`src/sv/y2x_pkg.sv`:
```
`timescale 1ns / 1ps
// Shared types, constants and the clamp helper for the YUV 4:2:0 to XRGB converter.
// No dependencies.
package y2x_pkg;

    localparam int PIX_W        = 8;
    localparam int FW_W         = 12;
    localparam int FH_W         = 13;
    localparam int ROW_W        = 12;
    localparam int HEIGHT_LIMIT = 4096;
    localparam int CHROMA_W     = 16;
    localparam int QUEUE_DEPTH  = 4;

    localparam int APB_ADDR_W   = 3;
    localparam int APB_DATA_W   = 32;

    localparam logic [FW_W-1:0] FRAME_WIDTH_RST  = FW_W'(640);
    localparam logic [FH_W-1:0] FRAME_HEIGHT_RST = FH_W'(480);

    // register index, taken from paddr[2]
    localparam logic REG_FRAME_WIDTH  = 1'b0;
    localparam logic REG_FRAME_HEIGHT = 1'b1;

    localparam int LUMA_OFS   = 16;
    localparam int CHROMA_OFS = 128;
    localparam int COEF_Y     = 1192;
    localparam int COEF_RV    = 1634;
    localparam int COEF_GV    = 833;
    localparam int COEF_GU    = 400;
    localparam int COEF_BU    = 2066;
    localparam int SUM_MAX    = 262143;
    localparam int SUM_W      = 22;

    typedef logic signed [SUM_W-1:0] t_sum;

    typedef struct packed {
        logic [PIX_W-1:0] luma;
        logic [PIX_W-1:0] chroma_v;
        logic [PIX_W-1:0] chroma_u;
        logic             frame_end;
    } t_item;

    function automatic logic [PIX_W-1:0] clamp_shift(input t_sum s);
        logic [PIX_W-1:0] res;
        if (s < 0) begin
            res = '0;
        end else if (s > t_sum'(SUM_MAX)) begin
            res = PIX_W'(SUM_MAX / 1024);
        end else begin
            res = s[PIX_W+9:10];
        end
        return res;
    endfunction

endpackage

```
`src/sv/y2x_back.sv`:
```
`timescale 1ns / 1ps
// Back part: BT.601 integer color math. Products in one stage, sums and clamp in the
// output register. Depends on y2x_pkg.
module y2x_back (
    input  logic                          i_clk,
    input  logic                          i_rst_n,
    input  logic                          i_q_valid,
    input  y2x_pkg::t_item                i_q_item,
    output logic                          o_pop,
    output logic                          o_out_valid,
    input  logic                          i_out_stall,
    output logic [y2x_pkg::PIX_W-1:0]     o_red,
    output logic [y2x_pkg::PIX_W-1:0]     o_green,
    output logic [y2x_pkg::PIX_W-1:0]     o_blue,
    output logic                          o_frame_end
);

    logic                        r_a_valid;
    y2x_pkg::t_sum               r_py;
    y2x_pkg::t_sum               r_prv;
    y2x_pkg::t_sum               r_pgv;
    y2x_pkg::t_sum               r_pgu;
    y2x_pkg::t_sum               r_pbu;
    logic                        r_a_end;

    logic                        r_o_valid;
    logic [y2x_pkg::PIX_W-1:0]   r_red;
    logic [y2x_pkg::PIX_W-1:0]   r_green;
    logic [y2x_pkg::PIX_W-1:0]   r_blue;
    logic                        r_o_end;

    logic                        out_ready;
    logic                        a_ready;
    logic [y2x_pkg::PIX_W-1:0]   y_ofs;
    logic signed [y2x_pkg::PIX_W-1:0] v_s;
    logic signed [y2x_pkg::PIX_W-1:0] u_s;
    y2x_pkg::t_sum               sum_r;
    y2x_pkg::t_sum               sum_g;
    y2x_pkg::t_sum               sum_b;

    assign out_ready = !r_o_valid || !i_out_stall;
    assign a_ready   = !r_a_valid || out_ready;
    assign o_pop     = i_q_valid && a_ready;

    // floor luma at black; flip the top bit to take 128 off chroma
    assign y_ofs = (i_q_item.luma >= y2x_pkg::PIX_W'(y2x_pkg::LUMA_OFS))
                 ? i_q_item.luma - y2x_pkg::PIX_W'(y2x_pkg::LUMA_OFS) : '0;
    assign v_s   = {~i_q_item.chroma_v[y2x_pkg::PIX_W-1], i_q_item.chroma_v[y2x_pkg::PIX_W-2:0]};
    assign u_s   = {~i_q_item.chroma_u[y2x_pkg::PIX_W-1], i_q_item.chroma_u[y2x_pkg::PIX_W-2:0]};

    always_ff @(posedge i_clk) begin
        if (!i_rst_n) begin
            r_a_valid <= 1'b0;
            r_o_valid <= 1'b0;
        end else begin
            if (a_ready) begin
                r_a_valid <= i_q_valid;
            end
            if (out_ready) begin
                r_o_valid <= r_a_valid;
            end
        end
    end

    always_ff @(posedge i_clk) begin
        if (o_pop) begin
            r_py    <= y2x_pkg::t_sum'({1'b0, y_ofs}) * y2x_pkg::t_sum'(y2x_pkg::COEF_Y);
            r_prv   <= y2x_pkg::t_sum'(v_s) * y2x_pkg::t_sum'(y2x_pkg::COEF_RV);
            r_pgv   <= y2x_pkg::t_sum'(v_s) * y2x_pkg::t_sum'(y2x_pkg::COEF_GV);
            r_pgu   <= y2x_pkg::t_sum'(u_s) * y2x_pkg::t_sum'(y2x_pkg::COEF_GU);
            r_pbu   <= y2x_pkg::t_sum'(u_s) * y2x_pkg::t_sum'(y2x_pkg::COEF_BU);
            r_a_end <= i_q_item.frame_end;
        end
    end

    assign sum_r = r_py + r_prv;
    assign sum_g = r_py - r_pgv - r_pgu;
    assign sum_b = r_py + r_pbu;

    always_ff @(posedge i_clk) begin
        if (out_ready && r_a_valid) begin
            r_red   <= y2x_pkg::clamp_shift(sum_r);
            r_green <= y2x_pkg::clamp_shift(sum_g);
            r_blue  <= y2x_pkg::clamp_shift(sum_b);
            r_o_end <= r_a_end;
        end
    end

    assign o_out_valid = r_o_valid;
    assign o_red       = r_red;
    assign o_green     = r_green;
    assign o_blue      = r_blue;
    assign o_frame_end = r_o_end;

    a_hold_stalled: assert property (@(posedge i_clk) disable iff (!i_rst_n)
        (r_a_valid && !out_ready) |=> (r_a_valid && $stable(r_py) && $stable(r_a_end)))
        else $error("product stage changed while blocked");
    a_pop_room: assert property (@(posedge i_clk) disable iff (!i_rst_n)
        o_pop |-> (!r_a_valid || out_ready))
        else $error("queue popped into a full product stage");
    a_out_fed: assert property (@(posedge i_clk) disable iff (!i_rst_n)
        $rose(r_o_valid) |-> $past(r_a_valid))
        else $error("output valid without product stage");

endmodule

```
`config.mk`:
```
export PLATFORM = sky130hd
export DESIGN_NAME = y2x_back
export DESIGN_NICKNAME = d
export VERILOG_FILES = /design/src/sv/y2x_pkg.sv /design/src/sv/y2x_back.sv
export SDC_FILE = /design/constraint.sdc
export NUM_CORES = 1
export LEC_CHECK = 0
export BUFFER_PORTS_ARGS = -buffer_cell sky130_fd_sc_hd__buf_2
export CAP_MARGIN = 15
export CORE_MARGIN = 8
export CORE_UTILIZATION = 46
export DETAILED_ROUTE_END_ITERATION = 6
export GPL_ROUTABILITY_DRIVEN = 0
export GPL_TIMING_DRIVEN = 0
export PLACE_DENSITY_LB_ADDON = 0.08
export SKIP_CTS_REPAIR_TIMING = 1
export SYNTH_ARGS = -nofsm -noshare
export SYNTH_HDL_FRONTEND = slang
export SYNTH_SLANG_ARGS = --single-unit
```
`constraint.sdc`:
```
create_clock -name i_clk -period 14.35 [get_ports i_clk]
set_clock_uncertainty 0.05 [all_clocks]
set_input_delay 2.1525 -clock i_clk [delete_from_list [all_inputs] [get_ports i_clk]]
set_output_delay 2.1525 -clock i_clk [all_outputs]
set_load 0.05 [all_outputs]
```
# After elaboration in Yosys (flattened, before gate mapping)
# Index checks and enable logic that the tools add are counted.
[totals]
reg_bits = 129
in_bits = 29
out_inout_bits = 27
word_cells = 42
[classes]
add_sub_neg = 5
mul = 5
magnitude_cmp = 7
muxes = 4
bitwise = 2
n_reduce_logical = 7
[op_table]
columns = ["cell", "n"]
rows = [
  ["> comparator 22 x 19 -> 1 bit, second input constant", 3],
  ["less-than comparator 22 x 1 -> 1 bit, second input constant", 3],
  ["adder 22 bit", 2],
  ["subtractor 22 bit", 2],
  ["multiplier 8 x 11 -> 19 bit, second input constant", 2],
  ["two-way mux 8 bit", 4],
  ["multiplier 8 x 12 -> 20 bit, second input constant", 1],
  ["multiplier 8 x 8 -> 16 bit, second input constant", 1],
  ["multiplier 8 x 6 -> 14 bit, second input constant", 1],
  ["greater-or-equal comparator 8 x 5 -> 1 bit, second input constant", 1],
  ["subtractor 8 x 5 -> 8 bit, second input constant", 1],
  ["logical NOT 1 bit", 3],
  ["logical AND 1 bit", 2],
  ["logical OR 1 bit", 2],
  ["NOT 1 bit", 2],
]

# Logic depth before layout (Yosys ltp)
[depth]
word_depth = 4
mapped_depth = 18
mapped_depth_nobuf = 18

# Worst setup path after synthesis
# Ideal clock, no wire load.
[synth_timing]
path_kind = "input port to output port"
from = "in i_out_stall"
to = "out o_pop"
arrival_ps = 4469
required_ps = 12147
path_slack_ps = 7678
path_stages = 2
cell_sequence = "nand3_1 > and2_1"
[synth_via]
elab_chain_cells = 4
[synth_lines]
columns = ["element", "line_no", "source"]
rows = [
  ["start: declaration", "y2x_back.sv:11", "input logic i_out_stall,"],
  ["logical NOT 1 bit", "y2x_back.sv:41", "assign out_ready = !r_o_valid || !i_out_stall;"],
  ["logical OR 1 bit", "y2x_back.sv:41", ""],
  ["logical OR 1 bit", "y2x_back.sv:42", "assign a_ready = !r_a_valid || out_ready;"],
  ["logical AND 1 bit", "y2x_back.sv:43", "assign o_pop = i_q_valid && a_ready;"],
  ["end: declaration", "y2x_back.sv:9", "output logic o_pop,"],
]
# Every way passes these cells.

# Worst setup path in the final report
[layout_timing]
from = "in i_q_item[22] (netlist name)"
to = "reg r_py[18], data pin"
[layout_via]
elab_chain_cells = 3
elab_cells_between_ends = 4
classes_between = "add/sub: 1; mul: 1; order compare: 1; mux: 1"
[layout_lines]
columns = ["element", "line_no", "source"]
rows = [
  ["start: declaration", "y2x_back.sv:8", "input y2x_pkg::t_item i_q_item,"],
  ["subtractor 8 x 5 -> 8 bit or greater-or-equal comparator 8 x 5 -> 1 bit (tied branches)", "y2x_back.sv:47, y2x_back.sv:46", ""],
  ["two-way mux 8 bit *", "y2x_back.sv:47", "? i_q_item.luma - y2x_pkg::PIX_W'(y2x_pkg::LUMA_OFS) : '0;"],
  ["multiplier 8 x 8 -> 16 bit *", "y2x_back.sv:67", "r_py <= y2x_pkg::t_sum'({1'b0, y_ofs}) * y2x_pkg::t_sum'(y2x_pkg::COEF_Y);"],
  ["end signal: assignment", "y2x_back.sv:67", ""],
  ["end: declaration", "y2x_back.sv:19", "y2x_pkg::t_sum r_py;"],
]
# Mark *: on every way between the ends. The rest lies on a longest branch, timed or not.
# A chain may end at the register's enable or synchronous reset.

==> results.txt <==
- The first global-routing pass estimated 35700 um of wire.
- Share of flip-flops with an asynchronous set or reset: 0%
* Buffers from clock root to sink, at most: 2
- Setup repair after global routing left no endpoint under its margin.
- Pin count of the biggest net entering global routing: 68
* Maximum VDD drop: just under 0.09 mV
- Final worst-path cycle share: a little under half
- The startpoint identified for the worst hold timing path is r_a_end$_DFFE_PP_.
* Final global-route overflow total: 0
* Number of clock sinks: around 110
* Mapped Area: 0.0107 mm^2
- Number of top-level pins: 56
- The repair_antennas step left the layout with diodes totalling 0.
* Worst reg-to-reg setup slack: ~11 ns
- Reg clk slew, reported paths: ~0.08 ns
- Final core utilization: between 50% and 60%
- Syn Inst Count: between 1000 and 1500
- The count of cells in the finished layout, fillers not included, comes to 1364.
- Slew at the pin closest to its max-slew limit: between 0.8 and 0.9 ns
- CP Data Arrival Time: roughly 6.8 ns
* Fraction of power spent switching nets: between 40 and 50%
* Final setup violation count: 0
* Core Region: 0.0227 mm^2
- Number of enable flip-flop cells after synthesis: 106
* Number of antenna violations at the first check in global routing: 1
- For this design the static power due to leakage is between 5 and 6 nW.
- After synthesis, the cell types taking the most area are edfxtp_1 30%, ha_1 26%, fa_1 11%, inv_1 5.8%, xnor2_1 3.8%.
- Measured in cells, the most critical reg-to-reg path has a length of 10.
* Area added between synthesis and finish: 9.41%
- Cell internal power was estimated by the tool at roughly 1.2 mW.
- The biggest area contributor in the post-synthesis netlist is edfxtp_1.
- The endpoint identified for the worst register-to-register timing path is o_green[3]$_SDFFCE_PN0P_.
* Share of power burned in the clock network: between 10% and 20%
- For the worst-skew pair, the clock arrives at the later sink with an insertion delay of 0.36 ns.
* Number of warnings printed during yosys synthesis: 0
* Horizontal extent of the die: between 150 and 200 um
- Cells with a size suffix above 1 make up between 9 and 10% of the layout.
- Cell area power density: roughly 190 mW/mm^2
* Switching pwr: around 1.0 mW
- Clock root buffer: clkbuf_16
- In the final design database the tool counted 1377 nets.
- Adding up every negative setup slack in the final design gives 0 ns.
- Post-DR wirelength/cell: around 16 um
- TritonCTS built the clock tree.
* Yosys top cell area share: a little under 30%
- Number of slew-limit violations in the final report: 0
- Post-route DRC: 0
- Number of placement rows: 55
- Sequential cells account for 23.7% of the total power.
* Starting density of the core: a little under half
- HP Class: flop to flop
* Slew margin rel.: a little over two fifths
- In this run the number of H-tree levels came out at 3.
- Startpoint types: input pin
* Worst Hold Depth: 0
- Once detail routing completed, the nets flagged for antenna violations numbered 0.
- Via/cell ratio: just over 5
* End point of the worst hold path: o_frame_end$_DFFE_PP_
- Total wire length after detailed routing: ~21000 um
* Most frequently used flop master after synthesis: edfxtp_1
- HPWL after DPL: 18200 um
* Number of global-route vias before repair: between 6000 and 7000
* Die Outline Area: around 0.028 mm^2
- In this run, the combinational gates consume around 64% of the power.
- Synthesis produced a netlist with a net count of 1309.
- Sequential cells were found to cover 30.2% of the synthesized design area.
- All-Layer GR Usage: 15.8%
- Startpoint of the worst-slack reg-to-reg timing path: r_py[15]$_DFFE_PP_
- The netlist uses 73 different library cells.
- Count of placed standard cells including taps: roughly 1300
* Maximum frequency from static timing analysis: around 150 MHz
* Mean Syn Cell Area: ~11 um^2
- Type of the setup path with the least slack: input pin to flop
- In this run the tool buffered the top-level ports with 55 buffer cells.
- STA puts the critical path data required time at between 10 and 15 ns.
- After layout, the minimum clock period comes to just under 7 ns.
- The flow ran to the end, and the final reports show no timing, DRC or antenna violations.
* Max-cap violations: 0
- First-pass detailed-route iteration total: 4
* Number of endpoints with negative hold slack in the final report: 0
- Die H: 168 um
- First-iteration detailed-routing DRC count: roughly 320
* Endpoint kind of the worst setup timing path: flop
- Maximum fanout along the worst path: 5
- Worst setup path startpoint: i_q_item[22]
- Clock buffers created by TritonCTS: 9
- In this run, synthesis produced a sequential element count of between 100 and 150.
- For this block, the via count after detailed routing is about 7000.
[synthesized netlist by cell type (7+ instances only)]
library cell / instances
a31oi_1: 12
edfxtp_1: 106
a21o_1: 19
o21bai_1: 9
nor2_1: 53
a21oi_1: 56
o21a_1: 16
xnor2_1: 46
inv_1: 165
xor2_1: 19
nor3_1: 21
nand2_1: 31
fa_1: 56
nor4_1: 7
nand3_1: 15
nor2b_1: 14
ha_1: 218
o21ai_0: 20
nand2b_1: 9
[cell families (layout without fill, tap and decap cells)]
group                      Yosys count  count (layout)  synth area share, %
buffers and inverters              170             243                 6.01
muxes                                6               6                0.633
adders and majority gates          274             274                 36.1
and+or+nand+nor                    185             185                 8.64
AOI/OAI and AO/OA                  198             198                 13.1
xor gates and xnor gates            65              65                 5.34
DFF                                108             108                 30.2
[metal layers]
metal	part of all wire (%)	wire (um)	track usage, %
met2	41	8740	24.0
met5	0	0	0
met3	3.8	814	2.67
met4	1.2	250	3.38
met1	54	11600	23.1
[state kept, by name, summed over array words and instances (netlist names), 8 cells and up]
register and count:
r_pbu 20, o_blue 8, r_py 16, r_prv 15, r_pgv 19, r_pgu 10, o_red 8, o_green 8
[metrics by stage]
stage	power (mW)	hold slack [ns]	cell area, um^2	worst slack [ns]
4_1_cts	2.21	0.373	11700	7.62
3_3_place_gp	1.93	0.354	11300	6.28
2_1_floorplan	1.63	0.350	10700	7.68
3_5_place_dp	1.94	0.355	11300	7.24
5_1_grt	2.41	0.386	11700	7.31
6_report	2.20	0.372	11700	7.61
[worst max-delay path, cell delays in order]
cell	delay, ns
buf_2	0.10
inv_1	0.07
ha_1	0.17
nor3b_1	0.44
a21boi_0	0.48
nor2_1	0.22
ha_1	0.34
ha_1	0.27
inv_1	0.05
fa_1	0.52
fa_1	0.54
inv_1	0.04
ha_1	0.33
o21a_1	0.15
o41a_1	0.35
a311oi_1	0.44
a21oi_1	0.12
[cell usage in the layout (no fill, tap or decap), types with 6 or more instances in the layout]
cell type / count
ha_1: 218
inv_1: 165
edfxtp_1: 106
buf_2: 57
a21oi_1: 56
fa_1: 56
nor2_1: 53
xnor2_1: 46
nand2_1: 31
nor3_1: 21
o21ai_0: 20
a21o_1: 19
xor2_1: 19
o21a_1: 16
nand3_1: 15
nor2b_1: 14
a31oi_1: 12
o21bai_1: 9
nand2b_1: 9
clkbuf_16: 9
nor4_1: 7
or3_1: 6
and3_1: 6
o21ai_1: 6
[worst max path at each step]
stage,end
global route,r_py[18]$_DFFE_PP_
floorplan,o_pop
finish,r_py[18]$_DFFE_PP_
CTS,r_py[18]$_DFFE_PP_
global placement,o_pop
detailed placement,r_py[18]$_DFFE_PP_
[final cells by class]
class | count | area [um^2]
flip-flops and latches | 108 | 3220
fillers | 2135 | 11000
multi-input cells | 728 | 6810
inverters | 165 | 619
plain buffers | 5 | 21.3
clock buffers | 10 | 239
well taps | 285 | 357
repair buffers | 57 | 318
clock inverters | 6 | 83.8
[power groups by stage]
stage	clock [mW]	combinational, mW	sequential (mW)
finish	0.263	1.41	0.522
global route	0.282	1.60	0.531
CTS	0.270	1.42	0.525
detailed placement	0	1.40	0.532
global placement	0	1.40	0.534
floorplan	0	1.06	0.571
Note: power is estimated with default switching activity, not from simulation.
