<file path="src/sv/y2x_pkg.sv">
`timescale 1ns / 1ps
// Shared types, constants and the clamp helper for the YUV 4:2:0 to XRGB converter.
// No dependencies.
package y2x_pkg;

    localparam int PIX_W        = 8;
    localparam int FW_W         = 12;
    localparam int FH_W         = 13;
    localparam int ROW_W        = 12;
    localparam int HEIGHT_LIMIT = 4096;
    localparam int CHROMA_W     = 16;
    localparam int QUEUE_DEPTH  = 4;

    localparam int APB_ADDR_W   = 3;
    localparam int APB_DATA_W   = 32;

    localparam logic [FW_W-1:0] FRAME_WIDTH_RST  = FW_W'(640);
    localparam logic [FH_W-1:0] FRAME_HEIGHT_RST = FH_W'(480);

    // register index, taken from paddr[2]
    localparam logic REG_FRAME_WIDTH  = 1'b0;
    localparam logic REG_FRAME_HEIGHT = 1'b1;

    localparam int LUMA_OFS   = 16;
    localparam int CHROMA_OFS = 128;
    localparam int COEF_Y     = 1192;
    localparam int COEF_RV    = 1634;
    localparam int COEF_GV    = 833;
    localparam int COEF_GU    = 400;
    localparam int COEF_BU    = 2066;
    localparam int SUM_MAX    = 262143;
    localparam int SUM_W      = 22;

    typedef logic signed [SUM_W-1:0] t_sum;

    typedef struct packed {
        logic [PIX_W-1:0] luma;
        logic [PIX_W-1:0] chroma_v;
        logic [PIX_W-1:0] chroma_u;
        logic             frame_end;
    } t_item;

    function automatic logic [PIX_W-1:0] clamp_shift(input t_sum s);
        logic [PIX_W-1:0] res;
        if (s < 0) begin
            res = '0;
        end else if (s > t_sum'(SUM_MAX)) begin
            res = PIX_W'(SUM_MAX / 1024);
        end else begin
            res = s[PIX_W+9:10];
        end
        return res;
    endfunction

endpackage

</file>
<file path="src/sv/y2x_fifo.sv">
`timescale 1ns / 1ps
// Short item queue between the front (position and chroma) and back (color math) parts.
// Depends on y2x_pkg.
module y2x_fifo (
    input  logic                                    i_clk,
    input  logic                                    i_rst_n,
    input  logic                                    i_push,
    input  y2x_pkg::t_item                          i_item,
    input  logic                                    i_pop,
    output logic                                    o_valid,
    output y2x_pkg::t_item                          o_item,
    output logic [$clog2(y2x_pkg::QUEUE_DEPTH):0]   o_count
);

    localparam int PW = $clog2(y2x_pkg::QUEUE_DEPTH);

    y2x_pkg::t_item r_buf [y2x_pkg::QUEUE_DEPTH];
    logic [PW-1:0]  r_wptr;
    logic [PW-1:0]  r_rptr;
    logic [PW:0]    r_count;

    always_ff @(posedge i_clk) begin
        if (!i_rst_n) begin
            r_wptr  <= '0;
            r_rptr  <= '0;
            r_count <= '0;
        end else begin
            if (i_push) begin
                r_wptr <= r_wptr + 1'b1;
            end
            if (i_pop) begin
                r_rptr <= r_rptr + 1'b1;
            end
            r_count <= r_count + (PW+1)'(i_push) - (PW+1)'(i_pop);
        end
    end

    always_ff @(posedge i_clk) begin
        if (i_push) begin
            r_buf[r_wptr] <= i_item;
        end
    end

    assign o_valid = (r_count != '0);
    assign o_item  = r_buf[r_rptr];
    assign o_count = r_count;

    a_no_overflow: assert property (@(posedge i_clk) disable iff (!i_rst_n)
        i_push |-> (r_count != (PW+1)'(y2x_pkg::QUEUE_DEPTH)))
        else $error("queue push while full");
    a_no_underflow: assert property (@(posedge i_clk) disable iff (!i_rst_n)
        i_pop |-> (r_count != '0))
        else $error("queue pop while empty");
    a_count_step: assert property (@(posedge i_clk) disable iff (!i_rst_n)
        (i_push && !i_pop) |=> (r_count == $past(r_count) + 1'b1))
        else $error("queue count did not advance on push");

endmodule

</file>
<file path="config.mk">
export PLATFORM = sky130hd
export DESIGN_NAME = y2x_fifo
export DESIGN_NICKNAME = d
export VERILOG_FILES = /design/src/sv/y2x_pkg.sv /design/src/sv/y2x_fifo.sv
export SDC_FILE = /design/constraint.sdc
export NUM_CORES = 1
export LEC_CHECK = 0
export ABC_AREA = 0
export BUFFER_PORTS_ARGS = -buffer_cell sky130_fd_sc_hd__buf_4
export CAP_MARGIN = 20
export CORE_UTILIZATION = 50
export CTS_CLUSTER_DIAMETER = 30
export CTS_CLUSTER_SIZE = 10
export DETAILED_ROUTE_END_ITERATION = 6
export PLACE_DENSITY = 0.71
export SLEW_MARGIN = 20
export SYNTH_ARGS = -nofsm -noshare
export SYNTH_HDL_FRONTEND = slang
export SYNTH_SLANG_ARGS = --single-unit
</file>
<file path="constraint.sdc">
create_clock -name i_clk -period 4.5 [get_ports i_clk]
set_input_delay 0.45 -clock i_clk [delete_from_list [all_inputs] [get_ports i_clk]]
set_output_delay 0.45 -clock i_clk [all_outputs]
set_load 0.02 [all_outputs]
</file>
# [Word level (Yosys, flattened, before mapping)]
# Memories as Yosys holds them, arrays and structs flattened. A register that Yosys moved wholly into a read port is not among the register bits.
# Index checks and enable logic that the tools add are counted.
[op_classes] n_addsub=4 n_mul=0 n_div=0 magnitude_cmp=0 eq_ne=0 shift=0 n_mux=4 bitwise=0 reduce_logical=1
[ops] op="$add 2x1->2 const B" count=2
[ops] op="$mux 2" count=2
[ops] op="$add 3x1->3" count=1
[ops] op="$reduce_bool 3->1" count=1
[ops] op="$sub 3x1->3" count=1
[ops] op="$mux 1" count=2
[word_totals] regBits=7 latch_bits=0 mem_bits_rw=100 mem_bits_ro=0 in_bits=29 out_inout_bits=29 wordCells=13 memories=1
[memory_table] name="r_buf" words=4 word_bits=25 read_ports=1 rd_ports_with_merged_regs=1 wr=1 line="y2x_fifo.sv:17" rtl="y2x_pkg::t_item r_buf [y2x_pkg::QUEUE_DEPTH];"

# [Longest topological paths before layout]
# Gate-level depths: netlist of run 1.
[logic_depth] word_depth=3 ltp_mapped=7 mapped_depth_nobuf=7

# [Least setup slack after synthesis of run 1]
# OpenSTA, ideal clock, no wires.
[synth_timing] kind="register -> register" startpoint="register r_count[0], in the netlist o_count[0]" endpoint="register r_count[2], in the netlist o_count[2]" setup_ns=0.064 arrival_time_ns=1.755 required_time_ns=4.436 setup_slack_ns=2.681 stages_incl_launch_ff=8 path_buffers=0 synth_period_minus_slack_ns=1.819 cell_sequence="dfxtp_1 inv_1 ha_1 inv_1 ha_1 fa_1 xor3_1 nor2_1"
[synth_via] elab_chain_len=2
[synth_lines] element="from (decl)" line="y2x_fifo.sv:20" rtl="logic [PW:0] r_count;"
[synth_lines] element="from (signal assigned)" line="y2x_fifo.sv:34" rtl="r_count <= r_count + (PW+1)'(i_push) - (PW+1)'(i_pop);"
[synth_lines] element="$add 3x1->3" line="y2x_fifo.sv:34"
[synth_lines] element="$sub 3x1->3" line="y2x_fifo.sv:34"
# No other way between the ends.
# A chain may end at the register's enable or synchronous reset.

==> impl_metrics.yaml, run 1 <==
power:
  power_report.internal_total_mw: 1.576
  power.switching_mw: 0.5078
  p_leak_nw: 1.685
  switching_share: 0.2437
  seq_power_share: 0.572
  irDropWorstVdd_mv: 0.3295
  p_total_mw: 2.084
  share_clk_of_total_power: 0.287
  powerDensity_mw_per_mm2: 432.0
  combinational_share_of_power: 0.140
placement:
  dp.cells: 331
  detailed_place_hpwl_um: 3933
  io_buffers: 57
  placed_area_mm2: 0.004617
  pre_cts_ws_ns: 2.252
  place_congestion: 0.6528
floorplanning:
  die_footprint_mm2: 0.008543
  core.rowCount: 32
  ioPinCount: 58
  die_x_um: 92.43
  core_area_mm2: 0.007807
  initial_core_util: 0.5237
  die_y_um: 92.43
sta:
  timing.slew.headroom: 0.4115
  hold_ws_ns: 0.2766
  highest_achievable_clock_rate_ghz: 0.3899
  tightest_slew_ns: 0.8827
  finalSetupViolations: 0
  timing_max_transition_violations_final: 0
  grt_setup_unrepaired: "false"
  hold_viol_final: 0
  worst_slack_ns: 1.935
  fin_tns_setup_ns: 0
  final_critical_delay_including_setup_and_external_delays_ns: 2.565
  finClkSkew_ns: 0.008573
  layout_worst_path_cycle_share: 0.5699
finish:
  final_cells: 347
  drive_above_1_share: 0.4082
  finish.net_count: 276
  final_util: 0.6178
  antenna_cells: 0
  final_cell_mix: "sky130_fd_sc_hd__edfxtp_1, sky130_fd_sc_hd__buf_4, sky130_fd_sc_hd__mux4_2"
  flow.area_growth_from_synthesis_pct: 17.96
  layout.cell_area.non_filler_mm2: 0.004823
  final_common_cell: "sky130_fd_sc_hd__edfxtp_1"
drt:
  vias: 1829
  1st_iter_drt_viols: 104
  routed_wl_per_cell_um: 18.14
  vias_per_cell: 5.271
  drtPass1Iterations: 4
  detail_route.wirelength_um: 6293
  drt.antenna.violating_nets: 0
  route.detailed.drc: 0
worst_setup_path:
  critPathSlowestCell: "sky130_fd_sc_hd__dfxtp_2"
  required_ns: 4.05
  worst_path_largest_cell_delay_ns: 0.92
  crit_fanout: 25
  path_class: "flip-flop to primary output"
  start_kind: "flip-flop"
  timing.critical_path.arrival_ns: 2.11
  worstPathCellList: "mux4_1, buf_4"
  critical_path.endpoint_type: "primary output"
synth:
  synth.top_cell.area_share: 0.7344
  postSynthRegisterBits: 109
  post_synth_instance_area_mm2: 0.004089
  yosysUniqueCellTypes: 20
  yosysSeqAreaShare: 0.7785
  synth_area_per_cell_um2: 23.64
  syn_nets: 209
  synth.yosys.warnings: 0
  cell_types_occupying_the_most_area_after_synthesis: "sky130_fd_sc_hd__edfxtp_1, sky130_fd_sc_hd__mux4_2, sky130_fd_sc_hd__dfxtp_1, sky130_fd_sc_hd__mux4_1, sky130_fd_sc_hd__ha_1"
  post-synth-top-area-cell: "sky130_fd_sc_hd__edfxtp_1"
  synthCells: 173
cts:
  clock_sink_count: 109
  htreeDepth: 3
  post_cts_resize_count: 0
  clk_transition_reported_paths_ns: 0.11
  clockBufferDepth: 2
  count_of_buffers_added_by_post_cts_timing_repair_for_setup: 0
  numCtsBuffers: 9
  clk_latency_ns: 0.37
  cts_hold_repair.buffers: 0
  cts_root_buf: "sky130_fd_sc_hd__clkbuf_8"
  tritoncts: "yes"
run:
  count_of_maximum_capacitance_violations: 0
global_routing:
  grt_start_max_net_pins: 26
  grtUsageTotal: 0.1632
  global_route.overflow_total: 0
  initial_antenna_violation_count: 0
  grt_pass1_wl_um: 10070
  first_global_vias: 1964
status:
  status: "complete, no violations"
min_path:
  worst_hold_path_type: "primary input to flip-flop"
==> power groups by stage <==
| stage | Sequential [mW] | Clock [mW] | Combinational [mW] |
|---|---|---|---|
| after floorplan | 1.21 | 0 | 0.186 |
| after global placement | 1.21 | 0 | 0.293 |
| after detailed placement | 1.22 | 0 | 0.297 |
| after CTS | 1.19 | 0.611 | 0.298 |
| after global routing | 1.20 | 0.652 | 0.314 |
| final | 1.19 | 0.599 | 0.293 |
==> synthesized netlist by cell type <==
master,count
sky130_fd_sc_hd__clkbuf_2,1
sky130_fd_sc_hd__a21bo_2,1
sky130_fd_sc_hd__mux4_1,5
sky130_fd_sc_hd__buf_2,2
sky130_fd_sc_hd__dfxtp_1,9
sky130_fd_sc_hd__buf_12,2
sky130_fd_sc_hd__mux2i_1,1
sky130_fd_sc_hd__nor2_1,5
sky130_fd_sc_hd__fa_1,1
sky130_fd_sc_hd__a21oi_1,1
sky130_fd_sc_hd__mux4_2,20
sky130_fd_sc_hd__buf_6,1
sky130_fd_sc_hd__ha_1,6
sky130_fd_sc_hd__and2_1,6
sky130_fd_sc_hd__xor3_1,1
sky130_fd_sc_hd__or3_1,1
sky130_fd_sc_hd__inv_1,7
sky130_fd_sc_hd__xnor2_1,2
sky130_fd_sc_hd__edfxtp_1,100
sky130_fd_sc_hd__nand3b_1,1
==> worst max-delay path: cells and delay by family, from the launching register on <==
kind,cells,cell delay [ns]
buf+inv,1,0.18
flops,1,0.92
mux,1,0.66
==> per-layer routing <==
metal  part of all wire  GRT usage  up-vias
met2               0.50     0.2574       47
met5                  0          0        -
met3              0.040    0.04105        9
met4              0.016    0.07292        0
met1               0.44     0.2162      935
li1                   -          -      838
==> path summary, 6_finish.rpt <==
kind,from,to,slack [ns],depth (start not counted)
setup / recovery,flip-flop,o_item[1],1.94,2
hold / removal,i_item[18],r_buf[2][18]$_DFFE_PP_,0.28,1
setup reg to reg,o_count[0]$_SDFF_PN0_,o_count[2]$_SDFF_PN0_,2.72,7
hold reg to reg,r_rptr[1]$_SDFFE_PN0P_,r_rptr[1]$_SDFFE_PN0P_,0.54,2
==> state kept, by name (all words and copies together), names as in the netlist, named ones only <==
signal,count
r_rptr,2
r_buf,100
o_count,3
r_wptr,2
==> cell families (layout without fill, tap and decap cells) <==
group | count (synthesis) | count (layout) | share of synthesized area
flops | 109 | 109 | 0.7785
mux | 26 | 26 | 0.1447
simple gates | 13 | 13 | 0.01714
buf+inv | 13 | 85 | 0.02264
fa+ha+maj | 7 | 7 | 0.02326
xor+xnor | 3 | 3 | 0.01010
compound gates | 2 | 2 | 0.003671
==> cell type report <==
class	instances	area, um2
Multi-Input combinational cell	51	813.3
Fill cell	548	2984
Inverter	7	26.28
Clock buffer	9	123.9
Sequential cell	109	3184
Timing Repair Buffer	62	465.4
Tap cell	102	127.6
Clock inverter	7	82.58
No activity file was read; power rests on OpenSTA's default activity.
==> run 2, diff against run 1 <==
Clock period 4.5 ns to 2.55 ns, I/O delays scaled along.
==> run 2 against run 1 <==
  * First-iteration DRC count down 13%
  * Global-route usage is 0.14 points higher
  * Sequential power grew 76%
  * Non-clock buffer count is 1 higher
  * Total power up 77%
  * Via count decreased by 1.6%
  * Clock skew fell by 0.0036 ns
  * Combinational power grew 82%
  * Final cell count rose by 0.29%
  * Final area is 0.36% higher
  * Critical path type unchanged
==> impl_metrics.yaml, run 2 (synthesized netlist as in run 1, its figures left out) <==
min_path:
  timing.hold.worst_path_depth: 1
  min_from: "i_item[18]"
  hold_end: "r_buf[3][18]$_DFFE_PP_"
  worst_hold_path_type: "primary input to flip-flop"
placement:
  place_congestion: 0.6585
  io_buffers: 57
  pre_cts_ws_ns: 0.7396
  detailed_place_hpwl_um: 3989
  dp.cells: 332
finish:
  flip_flop_count_of_the_largest_register_after_layout: 100
  final_cell_mix: "sky130_fd_sc_hd__edfxtp_1, sky130_fd_sc_hd__buf_4, sky130_fd_sc_hd__mux4_2"
  finish.net_count: 277
  drive_above_1_share: 0.4106
  final_util: 0.6200
  final_common_cell: "sky130_fd_sc_hd__edfxtp_1"
  final_cells: 348
  flow.area_growth_from_synthesis_pct: 18.39
  largest_register_by_flop_count: "r_buf"
  antenna_cells: 0
  nFillCells: 567
drt:
  route.detailed.drc: 0
  drt.antenna.violating_nets: 0
  vias: 1799
  drtPass1Iterations: 4
  detail_route.wirelength_um: 6317
  vias_per_cell: 5.170
  1st_iter_drt_viols: 90
  routed_wl_per_cell_um: 18.15
floorplanning:
  ioPinCount: 58
  core_area_mm2: 0.007807
  die_x_um: 92.43
  die_footprint_mm2: 0.008543
  core.rowCount: 32
  initial_core_util: 0.5237
  die_y_um: 92.43
global_routing:
  first_global_vias: 1918
  grt_start_max_net_pins: 26
  global_route.overflow_total: 0
  grt_pass1_wl_um: 10030
  initial_antenna_violation_count: 0
  grtUsageTotal: 0.1646
power:
  p_leak_nw: 1.699
  powerDensity_mw_per_mm2: 761.7
  irDropWorstVdd_mv: 0.4958
worst_setup_path:
  start_kind: "flip-flop"
  regToRegStartpoint: "o_count[0]$_SDFF_PN0_"
  timing.critical_path.arrival_ns: 1.88
  reg2reg_to: "o_count[2]$_SDFF_PN0_"
  setup.reg_to_reg.worst_slack_ns: 0.74
  critical_path.endpoint_type: "primary output"
  r2r_cell_count: 7
  crit_fanout: 15
  critPathSlowestCell: "sky130_fd_sc_hd__dfxtp_2"
  path_class: "flip-flop to primary output"
  worstPathCellList: "buf_12, mux4_2, buf_4"
  required_ns: 2.30
  worst_path_largest_cell_delay_ns: 0.59
sta:
  finClkSkew_ns: 0.004945
  grt_setup_unrepaired: "false"
  final_critical_delay_including_setup_and_external_delays_ns: 2.131
  tightest_slew_ns: 0.3932
  fin_tns_setup_ns: 0
  hold_viol_final: 0
  timing.slew.headroom: 0.7379
  worst_slack_ns: 0.4189
  layout_worst_path_cycle_share: 0.8357
  timing_max_transition_violations_final: 0
  finalSetupViolations: 0
  highest_achievable_clock_rate_ghz: 0.4693
status:
  status: "complete, no violations"
cts:
  clk_transition_reported_paths_ns: 0.10
  count_of_buffers_added_by_post_cts_timing_repair_for_setup: 0
  cts_root_buf: "sky130_fd_sc_hd__clkbuf_8"
  clock_sink_count: 109
  cts_hold_repair.buffers: 0
  htreeDepth: 3
  clk_latency_ns: 0.36
  tritoncts: "yes"
  numCtsBuffers: 9
  post_cts_resize_count: 0
  clockBufferDepth: 2
run:
  count_of_maximum_capacitance_violations: 0
-- run 2: cell types whose count changed in the layout (fill, tap and decap cells not counted) --
cell / before / now
sky130_fd_sc_hd__clkinvlp_4: 2 / 1
sky130_fd_sc_hd__inv_6: 1 / 3
sky130_fd_sc_hd__clkinv_2: 0 / 1
sky130_fd_sc_hd__clkinv_4: 2 / 0
sky130_fd_sc_hd__buf_12: 0 / 1
-- run 2: power by group --
group          switching, mW  internal, mW
Sequential            0.0443          2.05
Combinational          0.264         0.269
Clock                  0.589         0.470
Total                  0.897          2.79
-- run 2: layer usage --
layer | vias up | wire [um] | track usage
met5 | - | 0 | 0
met4 | 0 | 112 | 0.08203
met3 | 10 | 200 | 0.02791
met2 | 41 | 3285 | 0.2796
met1 | 909 | 2719 | 0.2049
li1 | 839 | - | -
-- run 2: layout make-up --
cell class	count	area, um2	share of cell area
Sequential cell	109	3184	0.6578
Multi-Input combinational cell	51	813.3	0.1680
Timing Repair Buffer	63	485.5	0.1003
Tap cell	102	127.6	0.02636
Clock buffer	9	123.9	0.02559
Clock inverter	7	80.08	0.01654
Inverter	7	26.28	0.005428
-- run 2: worst max-delay path by stage --
stage | from | to | slack (ns) | depth (start not counted)
floorplan | o_count[0]$_SDFF_PN0_ | o_count[2]$_SDFF_PN0_ | 0.73 | 7
global placement | flip-flop | o_item[22] | 0.78 | 3
global route | flip-flop | o_item[19] | 0.31 | 3
CTS | flip-flop | o_item[19] | 0.36 | 3
finish | flip-flop | o_item[22] | 0.42 | 3
detailed placement | o_count[0]$_SDFF_PN0_ | o_count[2]$_SDFF_PN0_ | 0.74 | 7
-- run 2: metrics by stage --
step	total power, mW	hold slack, ns	instance area (um2)
after global placement	2.671	0.4556	4637
after CTS	3.727	0.06569	4841
after floorplan	2.460	0.3539	4089
after global routing	3.817	0.07466	4841
final	3.687	0.08743	4841
after detailed placement	2.682	0.4586	4637
-- run 2: critical path: cells and delay by family, from the launching register on --
kind	cells	cell delay [ns]
DFF	1	0.59
buffers and inverters	2	0.40
muxes	1	0.52
